## src/rtl/utf8s_pkg.sv

```systemverilog
// ----------------------------------------------------------------------------
// utf8s_pkg
// Types and constants shared by the UTF-8 sanitizer modules.
// ----------------------------------------------------------------------------
package utf8s_pkg;

  // Input item
  typedef struct packed {
    logic [7:0] in_byte;
    logic       in_last;
  } in_item_t;

  // Result item
  typedef struct packed {
    logic [7:0] out_byte;
    logic       out_last;
  } out_item_t;

  // Byte constants
  localparam logic [7:0] QMARK     = 8'h3F;
  localparam logic [7:0] MASK_2B   = 8'hE0;
  localparam logic [7:0] LEAD_2B   = 8'hC0;
  localparam logic [7:0] MASK_3B   = 8'hF0;
  localparam logic [7:0] LEAD_3B   = 8'hE0;
  localparam logic [7:0] MASK_4B   = 8'hF8;
  localparam logic [7:0] LEAD_4B   = 8'hF0;
  localparam logic [1:0] CONT_TAG  = 2'b10;
  localparam logic [7:0] MIN_2B    = 8'hC2;
  localparam logic [7:0] MIN_E0_B1 = 8'hA0;
  localparam logic [7:0] MIN_F0_B1 = 8'h90;
  localparam logic [7:0] MAX_4B    = 8'hF4;

  // Classifier result for the byte at the head of the work buffer
  typedef struct packed {
    logic       bad;       // zero, stray continuation or F8..FF
    logic       ascii;     // 01..7F
    logic [2:0] form_len;  // 2..4 for a lead, else 0
    logic       seq_ok;    // full sequence passes (when present)
  } chk_res_t;

  // Command from the sequencer to the output stage
  typedef struct packed {
    logic       push;
    logic [7:0] push_byte;
    logic       flush;
    logic       flush_last;
  } ostg_cmd_t;

  // Sequencer states
  typedef enum logic [1:0] {
    ST_IDLE = 2'b01,
    ST_SCAN = 2'b10
  } state_t;

endpackage

```

## src/rtl/utf8s_check.sv

```systemverilog
// ----------------------------------------------------------------------------
// utf8s_check
// Classifies the head byte of the work buffer and checks the sequence it leads.
// ----------------------------------------------------------------------------
module utf8s_check (
  input  logic [3:0][7:0]     buf_bytes,
  output utf8s_pkg::chk_res_t res
);

  logic [7:0] b0;
  logic [7:0] b1;
  logic       c1_ok;
  logic       c2_ok;
  logic       c3_ok;

  assign b0    = buf_bytes[0];
  assign b1    = buf_bytes[1];
  assign c1_ok = (buf_bytes[1][7:6] == utf8s_pkg::CONT_TAG);
  assign c2_ok = (buf_bytes[2][7:6] == utf8s_pkg::CONT_TAG);
  assign c3_ok = (buf_bytes[3][7:6] == utf8s_pkg::CONT_TAG);

  // Form length, byte class and sequence checks
  always_comb begin
    res = '0;
    if ((b0 & utf8s_pkg::MASK_2B) == utf8s_pkg::LEAD_2B) begin
      res.form_len = 3'd2;
    end else if ((b0 & utf8s_pkg::MASK_3B) == utf8s_pkg::LEAD_3B) begin
      res.form_len = 3'd3;
    end else if ((b0 & utf8s_pkg::MASK_4B) == utf8s_pkg::LEAD_4B) begin
      res.form_len = 3'd4;
    end else begin
      res.form_len = 3'd0;
    end

    res.bad   = (b0 == 8'h00) || (b0[7] && (res.form_len == 3'd0));
    res.ascii = !b0[7] && (b0 != 8'h00);

    case (res.form_len)
      3'd2: begin
        res.seq_ok = c1_ok && (b0 >= utf8s_pkg::MIN_2B);
      end
      3'd3: begin
        res.seq_ok = c1_ok && c2_ok &&
                     !((b0 == utf8s_pkg::LEAD_3B) && (b1 < utf8s_pkg::MIN_E0_B1));
      end
      3'd4: begin
        res.seq_ok = c1_ok && c2_ok && c3_ok &&
                     !((b0 == utf8s_pkg::LEAD_4B) && (b1 < utf8s_pkg::MIN_F0_B1)) &&
                     (b0 <= utf8s_pkg::MAX_4B);
      end
      default: begin
        res.seq_ok = 1'b0;
      end
    endcase
  end

endmodule

```

## src/rtl/utf8s_ostg.sv

```systemverilog
// ----------------------------------------------------------------------------
// utf8s_ostg
// Output stage: one pending byte plus the output register. The pending byte
// is released once the next byte or the end of the scan is known, so the end
// mark lands on the right item.
// ----------------------------------------------------------------------------
module utf8s_ostg (
  input  logic                 clk,
  input  logic                 rst_n,
  input  utf8s_pkg::ostg_cmd_t cmd,
  output logic                 free,
  output logic                 out_valid,
  input  logic                 out_ready,
  output utf8s_pkg::out_item_t out_item
);

  logic                 pend_v_r;
  logic                 pend_v_nxt;
  logic [7:0]           pend_b_r;
  logic [7:0]           pend_b_nxt;
  logic                 out_v_r;
  logic                 out_v_nxt;
  utf8s_pkg::out_item_t out_item_r;
  utf8s_pkg::out_item_t out_item_nxt;

  // Output slot can take a new item this cycle
  assign free      = !out_v_r || out_ready;
  assign out_valid = out_v_r;
  assign out_item  = out_item_r;

  // Next-state logic
  always_comb begin
    pend_v_nxt   = pend_v_r;
    pend_b_nxt   = pend_b_r;
    out_v_nxt    = out_v_r && !out_ready;
    out_item_nxt = out_item_r;
    if (cmd.push) begin
      if (pend_v_r) begin
        out_v_nxt             = 1'b1;
        out_item_nxt.out_byte = pend_b_r;
        out_item_nxt.out_last = 1'b0;
      end
      pend_v_nxt = 1'b1;
      pend_b_nxt = cmd.push_byte;
    end else if (cmd.flush && pend_v_r) begin
      out_v_nxt             = 1'b1;
      out_item_nxt.out_byte = pend_b_r;
      out_item_nxt.out_last = cmd.flush_last;
      pend_v_nxt            = 1'b0;
    end
  end

  // Registers
  always_ff @(posedge clk) begin
    if (!rst_n) begin
      pend_v_r <= 1'b0;
      out_v_r  <= 1'b0;
    end else begin
      pend_v_r <= pend_v_nxt;
      out_v_r  <= out_v_nxt;
    end
    pend_b_r   <= pend_b_nxt;
    out_item_r <= out_item_nxt;
  end

endmodule

```

## src/rtl/utf8_sanitizer_top.sv

```systemverilog
// ----------------------------------------------------------------------------
// utf8_sanitizer_top
// Streaming UTF-8 cleaner. Bytes go in one item at a time on in_*, cleaned
// bytes come out on out_*, and invalid bytes are replaced by '?'.
//
// Input items are taken when in_valid and in_ready are high; in_ready is high
// only while the sequencer is idle. Each accepted byte is appended to a
// four-byte shift buffer (holding any unfinished lead from earlier items) and
// the buffer is scanned through a single classifier, one byte per cycle
// while the output register can take a byte. After the accept, each byte an
// item releases (0 to 4) is scanned in turn, and a closing step flushes the
// pending byte and returns the sequencer to idle.
// An incomplete lead without an end mark stays buffered and gives no output.
// Output items are held in a register; while it is full and out_ready is low
// the scan stalls and, once idle, the next input may still be accepted.
// After reset nothing is buffered, no output is valid and in_ready is high.
// ----------------------------------------------------------------------------
module utf8_sanitizer_top (
  input  logic                 clk,
  input  logic                 rst_n,
  input  logic                 in_valid,
  output logic                 in_ready,
  input  utf8s_pkg::in_item_t  in_item,
  output logic                 out_valid,
  input  logic                 out_ready,
  output utf8s_pkg::out_item_t out_item
);

  utf8s_pkg::state_t    state_r;
  utf8s_pkg::state_t    state_nxt;
  logic [3:0][7:0]      buf_r;
  logic [3:0][7:0]      buf_nxt;
  logic [2:0]           n_r;
  logic [2:0]           n_nxt;
  logic [1:0]           rem_r;
  logic [1:0]           rem_nxt;
  logic                 last_r;
  logic                 last_nxt;
  utf8s_pkg::chk_res_t  chk;
  utf8s_pkg::ostg_cmd_t cmd;
  logic                 free;

  assign in_ready = (state_r == utf8s_pkg::ST_IDLE);

  // Shared classifier on the head of the buffer
  utf8s_check u_check (
    .buf_bytes (buf_r),
    .res       (chk)
  );

  // Sequencer
  always_comb begin
    state_nxt = state_r;
    buf_nxt   = buf_r;
    n_nxt     = n_r;
    rem_nxt   = rem_r;
    last_nxt  = last_r;
    cmd       = '0;
    case (state_r)
      utf8s_pkg::ST_IDLE: begin
        if (in_valid) begin
          buf_nxt[n_r[1:0]] = in_item.in_byte;
          n_nxt             = n_r + 3'd1;
          last_nxt          = in_item.in_last;
          state_nxt         = utf8s_pkg::ST_SCAN;
        end
      end
      utf8s_pkg::ST_SCAN: begin
        if (free) begin
          if (rem_r != 2'd0) begin
            // continuation bytes of an accepted sequence
            cmd.push      = 1'b1;
            cmd.push_byte = buf_r[0];
            buf_nxt       = buf_r >> 8;
            n_nxt         = n_r - 3'd1;
            rem_nxt       = rem_r - 2'd1;
          end else if (n_r == 3'd0) begin
            // buffer drained: release the pending byte
            cmd.flush      = 1'b1;
            cmd.flush_last = last_r;
            state_nxt      = utf8s_pkg::ST_IDLE;
          end else if (chk.bad) begin
            cmd.push      = 1'b1;
            cmd.push_byte = utf8s_pkg::QMARK;
            buf_nxt       = buf_r >> 8;
            n_nxt         = n_r - 3'd1;
          end else if (chk.ascii) begin
            cmd.push      = 1'b1;
            cmd.push_byte = buf_r[0];
            buf_nxt       = buf_r >> 8;
            n_nxt         = n_r - 3'd1;
          end else if (chk.form_len > n_r) begin
            if (last_r) begin
              // truncated at end of text: one '?', rest dropped
              cmd.push      = 1'b1;
              cmd.push_byte = utf8s_pkg::QMARK;
              n_nxt         = 3'd0;
            end else begin
              // keep the partial sequence for the next item
              cmd.flush      = 1'b1;
              cmd.flush_last = 1'b0;
              state_nxt      = utf8s_pkg::ST_IDLE;
            end
          end else if (!chk.seq_ok) begin
            // reject the lead only, rescan what follows
            cmd.push      = 1'b1;
            cmd.push_byte = utf8s_pkg::QMARK;
            buf_nxt       = buf_r >> 8;
            n_nxt         = n_r - 3'd1;
          end else begin
            cmd.push      = 1'b1;
            cmd.push_byte = buf_r[0];
            buf_nxt       = buf_r >> 8;
            n_nxt         = n_r - 3'd1;
            rem_nxt       = 2'(chk.form_len - 3'd1);
          end
        end
      end
      default: begin
        state_nxt = utf8s_pkg::ST_IDLE;
      end
    endcase
  end

  // Registers
  always_ff @(posedge clk) begin
    if (!rst_n) begin
      state_r <= utf8s_pkg::ST_IDLE;
      n_r     <= 3'd0;
      rem_r   <= 2'd0;
      last_r  <= 1'b0;
    end else begin
      state_r <= state_nxt;
      n_r     <= n_nxt;
      rem_r   <= rem_nxt;
      last_r  <= last_nxt;
    end
    buf_r <= buf_nxt;
  end

  // Pending byte and output register
  utf8s_ostg u_ostg (
    .clk       (clk),
    .rst_n     (rst_n),
    .cmd       (cmd),
    .free      (free),
    .out_valid (out_valid),
    .out_ready (out_ready),
    .out_item  (out_item)
  );

endmodule

```

## config.mk

```make
export PLATFORM = sky130hd
export DESIGN_NAME = utf8_sanitizer_top
export DESIGN_NICKNAME = d
export VERILOG_FILES = /design/src/rtl/utf8s_pkg.sv /design/src/rtl/utf8s_check.sv /design/src/rtl/utf8s_ostg.sv /design/src/rtl/utf8_sanitizer_top.sv
export SDC_FILE = /design/constraint.sdc
export NUM_CORES = 1
export LEC_CHECK = 0
export ABC_AREA = 1
export BUFFER_PORTS_ARGS = -buffer_cell sky130_fd_sc_hd__buf_2
export CAP_MARGIN = 40
export CORE_UTILIZATION = 42
export CTS_CLUSTER_SIZE = 24
export DETAILED_ROUTE_END_ITERATION = 16
export GPL_TIMING_DRIVEN = 0
export PLACE_DENSITY_LB_ADDON = 0.1
export SYNTH_ARGS = -nofsm -noshare
export SYNTH_HDL_FRONTEND = slang
export SYNTH_SLANG_ARGS = --single-unit
```

## constraint.sdc

```tcl
create_clock -name clk -period 5.3 [get_ports clk]
set_input_delay 0.265 -clock clk [delete_from_list [all_inputs] [get_ports clk]]
set_output_delay 0.265 -clock clk [all_outputs]
set_load 0.02 [all_outputs]
```

-- After elaboration in Yosys (flattened, before gate mapping)
Index checks and enable logic that the tools add are counted.
- register bits: 59
- add/subtract/negate cells: 4
- order comparisons: 7
- equality and inequality tests: 28
- mux-type cells: 62
- reductions and logical operators: 35
- operators with widths (operator ; count):
    32-bit two-way mux ; 7
    9-bit two-way mux ; 9
    32-bit case mux with 2 select lines ; 1
    2-bit two-way mux ; 20
    3-bit two-way mux ; 11
    32-bit bitwise mux ; 1
    11-bit two-way mux ; 2
    8-bit demux with 2-bit select ; 1
    8-bit == test (second input constant) ; 2
    8-bit < comparator (second input constant) ; 2
    8-bit two-way mux ; 2
    3-bit != test (second input constant) ; 5
    7-bit AND reduction ; 2
    1-bit logical AND ; 13
    2-bit != test (second input constant) ; 5
    5-bit AND reduction ; 2
    2-bit == test (second input constant) ; 4
    8-bit >= comparator (second input constant) ; 1
    8-bit less-or-equal comparator (second input constant) ; 1
    8-bit logical NOT ; 1
    2-bit nonzero test ; 4
    8-bit nonzero test ; 1
    3-bit by 2-bit == test with 1-bit output (second input constant) ; 2
    3-bit == test (second input constant) ; 2
    other kinds (20) ; 35

-- Logic depth before layout (Yosys ltp)
Gate-level depths: netlist of run 1.
- depth after elaboration: 17
- depth in mapped cells: 18
- gate-level depth less buffers: 18

-- Modules after synthesis
From an unflattened synthesis of run 1, not the netlist that was laid out.
- cells, all modules: 355
- area, all modules: 3065.4 µm²
- modules (own cells, without submodules) (module ; times used ; cells an instance ; area each (µm²) ; seq. area each (µm²)):
    utf8_sanitizer_top ; 1 ; 275 ; 2239.6 ; 1121.1
    utf8s_ostg ; 1 ; 30 ; 603.1 ; 550.5
    utf8s_check ; 1 ; 50 ; 222.7 ; 0.0

-- Worst setup path after synthesis of run 1
No wires, ideal clock.
- path type: reg2reg
- start: register buf_r[5] (netlist name)
- end: register buf_r[0] (netlist name), enable pin
- arrival: 2.125 ns
- data required time: 4.925 ns
- setup slack: 2.800 ns
- cell stages (with the launch flop): 14
- period minus slack after synthesis: 2.500 ns
- cells stage by stage: edfxtp_1 -> nand2_2 -> clkinv_2 -> nor2_1 -> ha_1 -> nand2_1 -> nand2_1 -> nand2_1 -> nand2_1 -> nand2_4 -> inv_2 -> nand4_1 -> nand3_1 -> a21oi_1
- longest elaborated chain between the ends: 9
- elaborated cells on any way between the ends: 15
- ends and longest elaborated chain (what ; RTL line ; text):
    start: declaration ; utf8_sanitizer_top.sv:31 ; logic [3:0][7:0] buf_r;
    start signal: assignment ; utf8_sanitizer_top.sv:138 ; buf_r <= buf_nxt;
    branches (longest 7 deep; another with 3-bit > comparator) ; n/a ;
    5-bit != test (no line) * ; n/a ;
    5-bit AND reduction (no line) * ; n/a ;
Every way passes the cells marked *.
A chain may end at the register's enable or synchronous reset.

-- Final worst setup path of run 1
- start: register buf_r[5] (netlist name)
- end: register buf_r[6] (netlist name), enable pin
Same word-level chain as after synthesis.

==> impl_metrics.toml, run 1 <==
[logic_synthesis]
ys_warn_count = 0
ys_seq_area_frac = 0.526
synth.net_count = 398
synthAdderAreaFrac = 0.0276
synth_mux_area_frac = 0
synth-seq-cells = 59
synth_area_um2 = 3180
synth_top_family_by_area = "simple AND/OR/NAND/NOR gates"
avgSynthCellArea_um2 = 8.40
synth_compound_area_frac = 0.111
synth-xor-area-share = 0.00552
synthCells = 378
yosys.area_share.simple = 0.258
synth_cell_types = 30

[worst_setup_path]
rr_worst_depth = 13
critPathMaxFanout = 9
crit_path_start = "buf_r[5]"
cp-end-kind = "flip-flop"
required_ns = 5.27
cp-start-kind = "flip-flop"
r2r_start = "buf_r[5]"
critPathKind = "flip-flop to flip-flop"
crit_arrival_ns = 3.04
critPathCapture = "buf_r[6]"
timing.rr.end = "buf_r[6]"
r2r_slack_ns = 2.23

[global_routing]
groute.usage.overall = 0.181
grt_pass1_wl_um = 10700
grt-ovfl-total = 0
grt_start_max_net_pins = 12
antenna_found_initial = 0
grt_pass1_vias = 2246

[route]
vias = 2445
drc = 0
ant_nets = 0
routed_via_density = 4.74
wl_um = 6300
drt_pass1_iterations = 4
dr.first_iter.drc_count = 100
wire_per_inst_um = 12.2

[clock_network]
htree_levels = 3
cts_tree = "yes"
cts_made_buffers = 9
clk_path_buf_depth = 2
clk_latency_ns = 0.34
clock-sinks = 59
root_buffer = "clkbuf_8"
clkTransAtPathRegs_ns = 0.07
cts_resized = 0
ctsHoldBuffers = 0
post_cts.repair.setup_buffers = 0

[timing]
clock-skew-final_ns = 0.0127
finalMaxSlewViolations = 0
setup_viol = 0
hold_viol_final = 0
tns_ns = 0
rsz0062_at_grt = "false"
slew-limit-headroom = 0.493
fin_crit_ns = 3.07
worstMarginPinSlew_ns = 0.757
fmax_ghz = 0.326
min_period_over_period = 0.579

[placed_design]
port_buffers = 23
gp_congestion = 0.809
dpl_cell_area_um2 = 3410
dp_hpwl_um = 4750

[power_and_ir_drop]
p_per_area_nw_per_um2 = 315
p_clk_frac = 0.354
seq_power_share = 0.484
p_switching_mw = 0.329
ir_drop_mv = 0.130
combPwrFrac = 0.162
netSwitchingFraction = 0.290
internal-power_mw = 0.807
leakagePower_nw = 1.45

[final_layout]
nets = 432
drive_gt1_frac = 0.175
final_area_um2 = 3610
final_cell_mix = "nand2_1, edfxtp_1, inv_1, o21ai_0, a21oi_1"
final_common_cell = "nand2_1"
area_growth_pct = 13.6
antenna_cells = 0

[min_path]
hold_depth = 2
hp-class = "primary input to flip-flop"

[floorplan]
die_x_um = 89.0
ios = 24
start_util = 0.435
core-area_um2 = 7290
rows = 31
die_area_um2 = 7910
die_y_um = 89.0

[flow_run]
cap_violations = 0

[outcome]
status = "finished clean"
cells by family (layout without fill, tap and decap cells):
kind of cell    Yosys count  in the layout
simple gates            187            187
buf+inv                  59             98
fa+ha+maj                 7              7
xor+xnor                  2              2
compound gates           64             64
flops                    59             59
flip-flops by register name, summed over array words and instances (netlist names):
| name | flops |
|---|---|
| u_ostg.pend_b_r | 8 |
| u_ostg.out_valid | 1 |
| buf_r | 32 |
| state_r | 2 |
| last_r | 1 |
| n_r | 3 |
| u_ostg.pend_v_r | 1 |
| rem_r | 2 |
| u_ostg.out_item | 9 |
power by group through the flow:
| stage | combinational [mW] | clock (mW) | sequential (mW) |
|---|---|---|---|
| floorplan | 0.143 | 0 | 0.555 |
| global placement | 0.182 | 0 | 0.560 |
| detailed placement | 0.185 | 0 | 0.560 |
| CTS | 0.186 | 0.413 | 0.550 |
| global route | 0.212 | 0.436 | 0.553 |
| finish | 0.184 | 0.402 | 0.550 |
layout make-up:
type / instances / area, um2
multi-input cells: 260 / 1280
clock inverters: 7 / 68.8
well taps: 99 / 124
fillers: 730 / 3680
inverters: 47 / 178
repair buffers: 23 / 115
plain buffers: 12 / 50.0
clock buffers: 9 / 124
flip-flops and latches: 59 / 1670
through the flow:
step	setup WS, ns	hold WS, ns	utilization	total power, mW	instances
final	2.23	0.184	0.495	1.14	516
after global routing	1.98	0.179	0.495	1.20	516
after CTS	2.20	0.175	0.495	1.15	516
after detailed placement	2.22	0.406	0.468	0.745	500
after global placement	2.27	0.402	0.468	0.741	500
after floorplan	2.80	0.353	-	0.698	378
critical path: stages (launching register included):
cell and delay, ns:
edfxtp_1 0.50, nand2_2 0.14, clkinv_2 0.10, nor2_1 0.20
ha_1 0.28, nand2_1 0.07, nand2_1 0.06, nand2_1 0.06
nand2_1 0.11, nand2_4 0.16, inv_2 0.05, nand4_1 0.11
nand3_1 0.19, a21oi_1 0.64
synthesized netlist by cell type:
master      n  area (um2)
nor2_1     23        86.3
nand3_2     3        30.0
buf_1       2        7.51
o21ai_1     2        10.0
nand2_1   124         465
xnor2_1     1        8.76
nor3_2      1        10.0
nor2_4      3        33.8
inv_1      34         128
edfxtp_1   49        1470
nand2_2     5        31.3
o21bai_1    1        7.51
nor3_1      2        10.0
buf_2       1        5.00
clkinv_2    1        5.00
ha_1        7        87.6
a21oi_4     1        16.3
nand4_1     8        50.1
o21ai_4     1        16.3
buf_4       1        7.51
inv_2      12        45.0
xor2_1      1        8.76
o21ai_2     2        17.5
nor2_2      4        25.0
clkbuf_1    8        30.0
dfxtp_1    10         200
nand2_4     1        11.3
a21oi_1    28         140
nand3_1    13        65.1
o21ai_0    29         145
layer usage:
layer | track usage | vias to the layer above | part of all wire
li1 | - | 1305 | -
met1 | 0.226 | 1095 | 0.48
met2 | 0.306 | 38 | 0.47
met3 | 0.0452 | 7 | 0.036
met4 | 0.0693 | 0 | 0.014
met5 | 0 | - | 0
worst min-delay path by stage:
stage,start,to,slack (ns)
5_1_grt,rst_n,state_r[0],0.18
2_1_floorplan,rst_n,state_r[0],0.35
4_1_cts,rst_n,state_r[0],0.17
3_5_place_dp,u_ostg.pend_b_r[1],u_ostg.out_item[2],0.41
3_3_place_gp,u_ostg.pend_b_r[2],u_ostg.out_item[3],0.40
6_report,rst_n,state_r[0],0.18
(Power assumes the default switching activity.)
==> run 2, diff against run 1 <==
Settings changed: ABC_AREA 1 to 0.
Clock period 5.3 ns to 2.9 ns, I/O delays scaled along.
==> impl_metrics.toml, run 2 <==
[floorplan]
die_area_um2 = 7300
ios = 24
die_y_um = 85.4
rows = 30
die_x_um = 85.4
start_util = 0.433
core-area_um2 = 6760

[global_routing]
grt_pass1_wl_um = 9370
antenna_found_initial = 0
grt_busiest_layer = "met2"
grt-ovfl-total = 0
grtUsageMet3 = 0.0496
groute.usage.overall = 0.171
grt_start_max_net_pins = 15
grt_use_met1 = 0.227
grt_pass1_vias = 1931
grt_use_met2 = 0.260

[flow_run]
cap_violations = 0

[clock_network]
post_cts.repair.setup_buffers = 0
cts_tree = "yes"
clock-sinks = 59
ctsHoldBuffers = 0
clk_path_buf_depth = 2
root_buffer = "clkbuf_8"
htree_levels = 3
clk_latency_ns = 0.34
clkTransAtPathRegs_ns = 0.07
cts_made_buffers = 9

[logic_synthesis]
synth_area_leaders = "edfxtp_1, nand2_1, dfxtp_1"
synth.net_count = 305
synth_area_um2 = 2920
synthCells = 285
synth_top_area_share = 0.503
ys_warn_count = 0
synth-async-reset-ratio = 0
synth_flop_cell = "edfxtp_1"
ys_seq_area_frac = 0.572
synth_cell_types = 43
synth-seq-cells = 59
synth.most_common_cell = "nand2_1"
avgSynthCellArea_um2 = 10.3
yosys.area.top_type = "edfxtp_1"
synth_edf_count = 49
ys_top_cells_by_count = "nand2_1, edfxtp_1, nand3_1"

[worst_setup_path]
rr_worst_depth = 9
required_ns = 2.93
crit_arrival_ns = 2.74
r2r_start = "buf_r[5]"
cp-start-kind = "flip-flop"
timing.rr.end = "buf_r[14]"
r2r_slack_ns = 0.19
critPathKind = "flip-flop to flip-flop"
crit_path_start = "buf_r[5]"
critPathMaxFanout = 12
cp-end-kind = "flip-flop"

[placed_design]
dp_hpwl_um = 4090
port_buffers = 23
dp_slack_ns = -0.277
gp_congestion = 0.765

[route]
routed_via_density = 5.23
wl_um = 5660
drc = 0
vias = 2106
wire_per_inst_um = 14.0
drt_pass1_iterations = 4
dr.first_iter.drc_count = 97
ant_nets = 0

[timing]
setup_ws_ns = 0.191
clock-skew-final_ns = 0.00459
fin_crit_ns = 2.71
slew-limit-headroom = 0.511
min_period_over_period = 0.934
hold_viol_final = 0
finalMaxSlewViolations = 0
fmax_ghz = 0.369
worstMarginPinSlew_ns = 0.733
whs_ns = 0.0409
setup_viol = 0
rsz0062_at_grt = "false"

[final_layout]
area_growth_pct = 13.3
nFillCells = 637
multi_input_area_um2 = 1190
fin_util = 0.490
final_common_cell = "nand2_1"
nets = 339
antenna_cells = 0
drive_gt1_frac = 0.158
register_area_um2 = 1670
largest_reg_flops = 32
final_cell_mix = "nand2_1, edfxtp_1, nand3_1, buf_2, nor2_1"
regMostFlops = "buf_r"

[min_path]
hold_start = "in_item[0]"
min_to = "last_r"
hp-class = "primary input to flip-flop"
hold_depth = 3

[power_and_ir_drop]
internal-power_mw = 1.36
netSwitchingFraction = 0.279
seq_power_share = 0.530
leakagePower_nw = 1.26
combPwrFrac = 0.140
ir_drop_mv = 0.224
p_switching_mw = 0.529
design_power_total_mw = 1.89
p_per_area_nw_per_um2 = 572
p_clk_frac = 0.330

[outcome]
status = "finished clean"
==> run 2: layout make-up <==
class / count / area share
buffer: 14 / 0.0162
clock buffer: 9 / 0.0374
clock inverter: 6 / 0.0102
inverter: 6 / 0.00680
multi-input combinational: 206 / 0.360
sequential: 59 / 0.505
tap: 80 / 0.0302
timing repair buffer: 23 / 0.0347
==> run 2: layer usage <==
layer | up-vias | share of wire
li1 | 1094 | -
met1 | 967 | 0.50
met2 | 41 | 0.45
met3 | 4 | 0.032
met4 | 0 | 0.0081
met5 | - | 0
==> run 2: cell families (layout without fill, tap and decap cells) <==
group | after synthesis | after routing | share of synthesized area
buf+inv | 20 | 58 | 0.0261
fa+ha+maj | 7 | 7 | 0.0300
flops | 59 | 59 | 0.572
compound gates | 50 | 50 | 0.118
mux | 10 | 10 | 0.0347
simple gates | 139 | 139 | 0.220
==> run 2: worst max-delay path, cell delays in order (launching register included) <==
cell      delay (ns)
edfxtp_1        0.35
buf_2           0.20
and2_1          0.21
nor2_1          0.14
ha_1            0.25
nor2b_1         0.15
o21ai_2         0.23
a221o_1         0.32
a21o_4          0.26
o21a_2          0.28
==> run 2: power groups by stage <==
stage          Combinational, mW  Sequential, mW  Clock (mW)
2_1_floorplan              0.197            1.01           0
3_3_place_gp               0.256            1.02           0
3_5_place_dp               0.259            1.02           0
4_1_cts                    0.263            1.00       0.640
5_1_grt                    0.300            1.01       0.682
6_report                   0.266            1.00       0.624
==> run 2: through the flow <==
stage	cell area [um2]	TNS, ns	instances
after floorplan	2920	0	285
after global placement	3140	-6.29	388
after detailed placement	3140	-6.50	388
after CTS	3310	0	403
after global routing	3310	0	403
final	3310	0	403
==> run 2: timing repair <==
action / CTS / global route
endpoints found under the setup margin: 24 / 39
resized for setup: 5 / 2
hold endpoints to repair: 0 / 0
==> run 2: worst max path at each step <==
| stage | end | slack, ns |
|---|---|---|
| 3_5_place_dp | buf_r[9] | -0.28 |
| 6_report | buf_r[14] | 0.19 |
| 3_3_place_gp | buf_r[15] | -0.27 |
| 5_1_grt | u_ostg.pend_b_r[5] | 0.02 |
| 2_1_floorplan | buf_r[0] | 0.22 |
| 4_1_cts | u_ostg.pend_b_r[4] | 0.08 |
==> run 3, diff against run 2 <==
Settings changed: CORE_ASPECT_RATIO from default to 1.5.
==> impl_metrics.toml, run 3 (synthesis gave the netlist of run 2 again) <==
[timing]
hold_viol_final = 0
finalMaxSlewViolations = 0
rsz0062_at_grt = "false"
setup_viol = 0
fmax_ghz = 0.371
setup_ws_ns = 0.205
worstMarginPinSlew_ns = 0.686
clock-skew-final_ns = 0.00524
fin_crit_ns = 2.70
min_period_over_period = 0.929
slew-limit-headroom = 0.537
whs_ns = 0.0439

[clock_network]
root_buffer = "clkbuf_8"
clkTransAtPathRegs_ns = 0.07
cts_made_buffers = 9
clk_path_buf_depth = 2
htree_levels = 3
clk_latency_ns = 0.33
post_cts.repair.setup_buffers = 0
cts_tree = "yes"
clock-sinks = 59

[worst_setup_path]
cp_slowest_cell = "o21a_1"
max_stage_delay_ns = 0.50
r2r_slack_ns = 0.20
critPathCapture = "u_ostg.pend_b_r[5]"
timing.rr.end = "u_ostg.pend_b_r[5]"
crit_chain = "buf_2, and2_1, nor2_1, ha_1, nor2b_1, o21ai_2, a221o_1, o21a_1"
crit_path_start = "buf_r[5]"
required_ns = 2.87
rr_worst_depth = 8
crit_arrival_ns = 2.67
r2r_start = "buf_r[5]"
critPathKind = "flip-flop to flip-flop"
cp-end-kind = "flip-flop"
cp-start-kind = "flip-flop"
critPathMaxFanout = 14

[floorplan]
ios = 24
die_y_um = 104
rows = 36
start_util = 0.442
die_x_um = 70.1
die_area_um2 = 7310
core-area_um2 = 6620

[global_routing]
grt_start_max_net_pins = 15
groute.usage.overall = 0.177
grt_pass1_wl_um = 10100
grt-ovfl-total = 0
antenna_found_initial = 0
grt_pass1_vias = 2226

[power_and_ir_drop]
ir_drop_mv = 0.381
p_per_area_nw_per_um2 = 643
leakagePower_nw = 1.30

[route]
drt_pass1_iterations = 4
vias = 2181
wire_per_inst_um = 14.7
dr.first_iter.drc_count = 69
wl_um = 5890
ant_nets = 0
routed_via_density = 5.45
drc = 0

[placed_design]
port_buffers = 23
gp_congestion = 0.835
dp_slack_ns = -0.323
dp_hpwl_um = 4400
dp_cells = 384

[outcome]
status = "finished clean"

[final_layout]
area_growth_pct = 15.9
final_common_cell = "nand2_1"
antenna_cells = 0
regMostFlops = "buf_r"
largest_reg_flops = 32
fin_util = 0.512
nets = 339
drive_gt1_frac = 0.157
final_cell_mix = "nand2_1, edfxtp_1, nand3_1, buf_2, nor2_1"
stdcell_count = 400
nFillCells = 612

[flow_run]
cap_violations = 0

[min_path]
hp-class = "primary input to flip-flop"
-- run 3: cell types whose count changed in the layout (fill, tap and decap cells not counted), sizes merged --
| cell | before | now |
|---|---|---|
| inv | 6 | 7 |
| clkinvlp | 2 | 1 |
| bufinv | 0 | 3 |
| clkinv | 4 | 2 |
-- run 3: layout make-up --
cell class	count	area (um2)	area share
clock inverters	7	115	0.0340
clock buffers	9	124	0.0366
multi-input cells	206	1190	0.352
plain buffers	14	53.8	0.0159
repair buffers	23	115	0.0340
well taps	76	95.1	0.0281
flip-flops and latches	59	1670	0.493
inverters	6	22.5	0.00665
-- run 3: worst min path at each step --
stage / from / to / slack [ns] / depth (start not counted)
final: in_item[0] / last_r / 0.04 / 3
after global routing: rst_n / state_r[0] / 0.04 / 2
after CTS: rst_n / state_r[0] / 0.04 / 2
after detailed placement: rst_n / state_r[0] / 0.39 / 2
after global placement: in_item[0] / last_r / 0.38 / 3
after floorplan: rst_n / state_r[0] / 0.22 / 1
-- run 3: worst max-delay path: cells and delay by family, from the launching register on --
family	cells	cell delay, ns
AOI/OAI and AO/OA	3	1.04
adders and majority gates	1	0.25
buffers and inverters	1	0.20
DFF	1	0.35
and+or+nand+nor	3	0.49
-- run 3: timing repair --
action	in CTS	in global routing
hold buffers	0	0
hold endpoints to repair	0	0
endpoints found under the setup margin	24	39
gates resized for setup	5	1
pin swaps	0	0
-- run 3: per-stage QoR --
step	area [um2]	power [mW]	setup TNS, ns
after floorplan	2920	1.21	0
final	3390	2.18	0
after global placement	3130	1.28	-7.14
after CTS	3380	2.19	0
after detailed placement	3130	1.28	-7.39
after global routing	3390	2.27	0
-- run 3: report_power, final --
group | switching [mW] | internal, mW | leakage (nW) | total (mW)
clock | 0.339 | 0.569 | 0.117 | 0.908
sequential | 0.0337 | 0.970 | 0.554 | 1.00
combinational | 0.170 | 0.0980 | 0.630 | 0.268
-- run 3: layer usage --
| layer | global-route usage | part of all wire | up-vias |
|---|---|---|---|
| met5 | 0 | 0 | - |
| met1 | 0.186 | 0.41 | 1027 |
| met2 | 0.327 | 0.54 | 43 |
| met3 | 0.0300 | 0.025 | 15 |
| li1 | - | - | 1096 |
| met4 | 0.0943 | 0.026 | 0 |
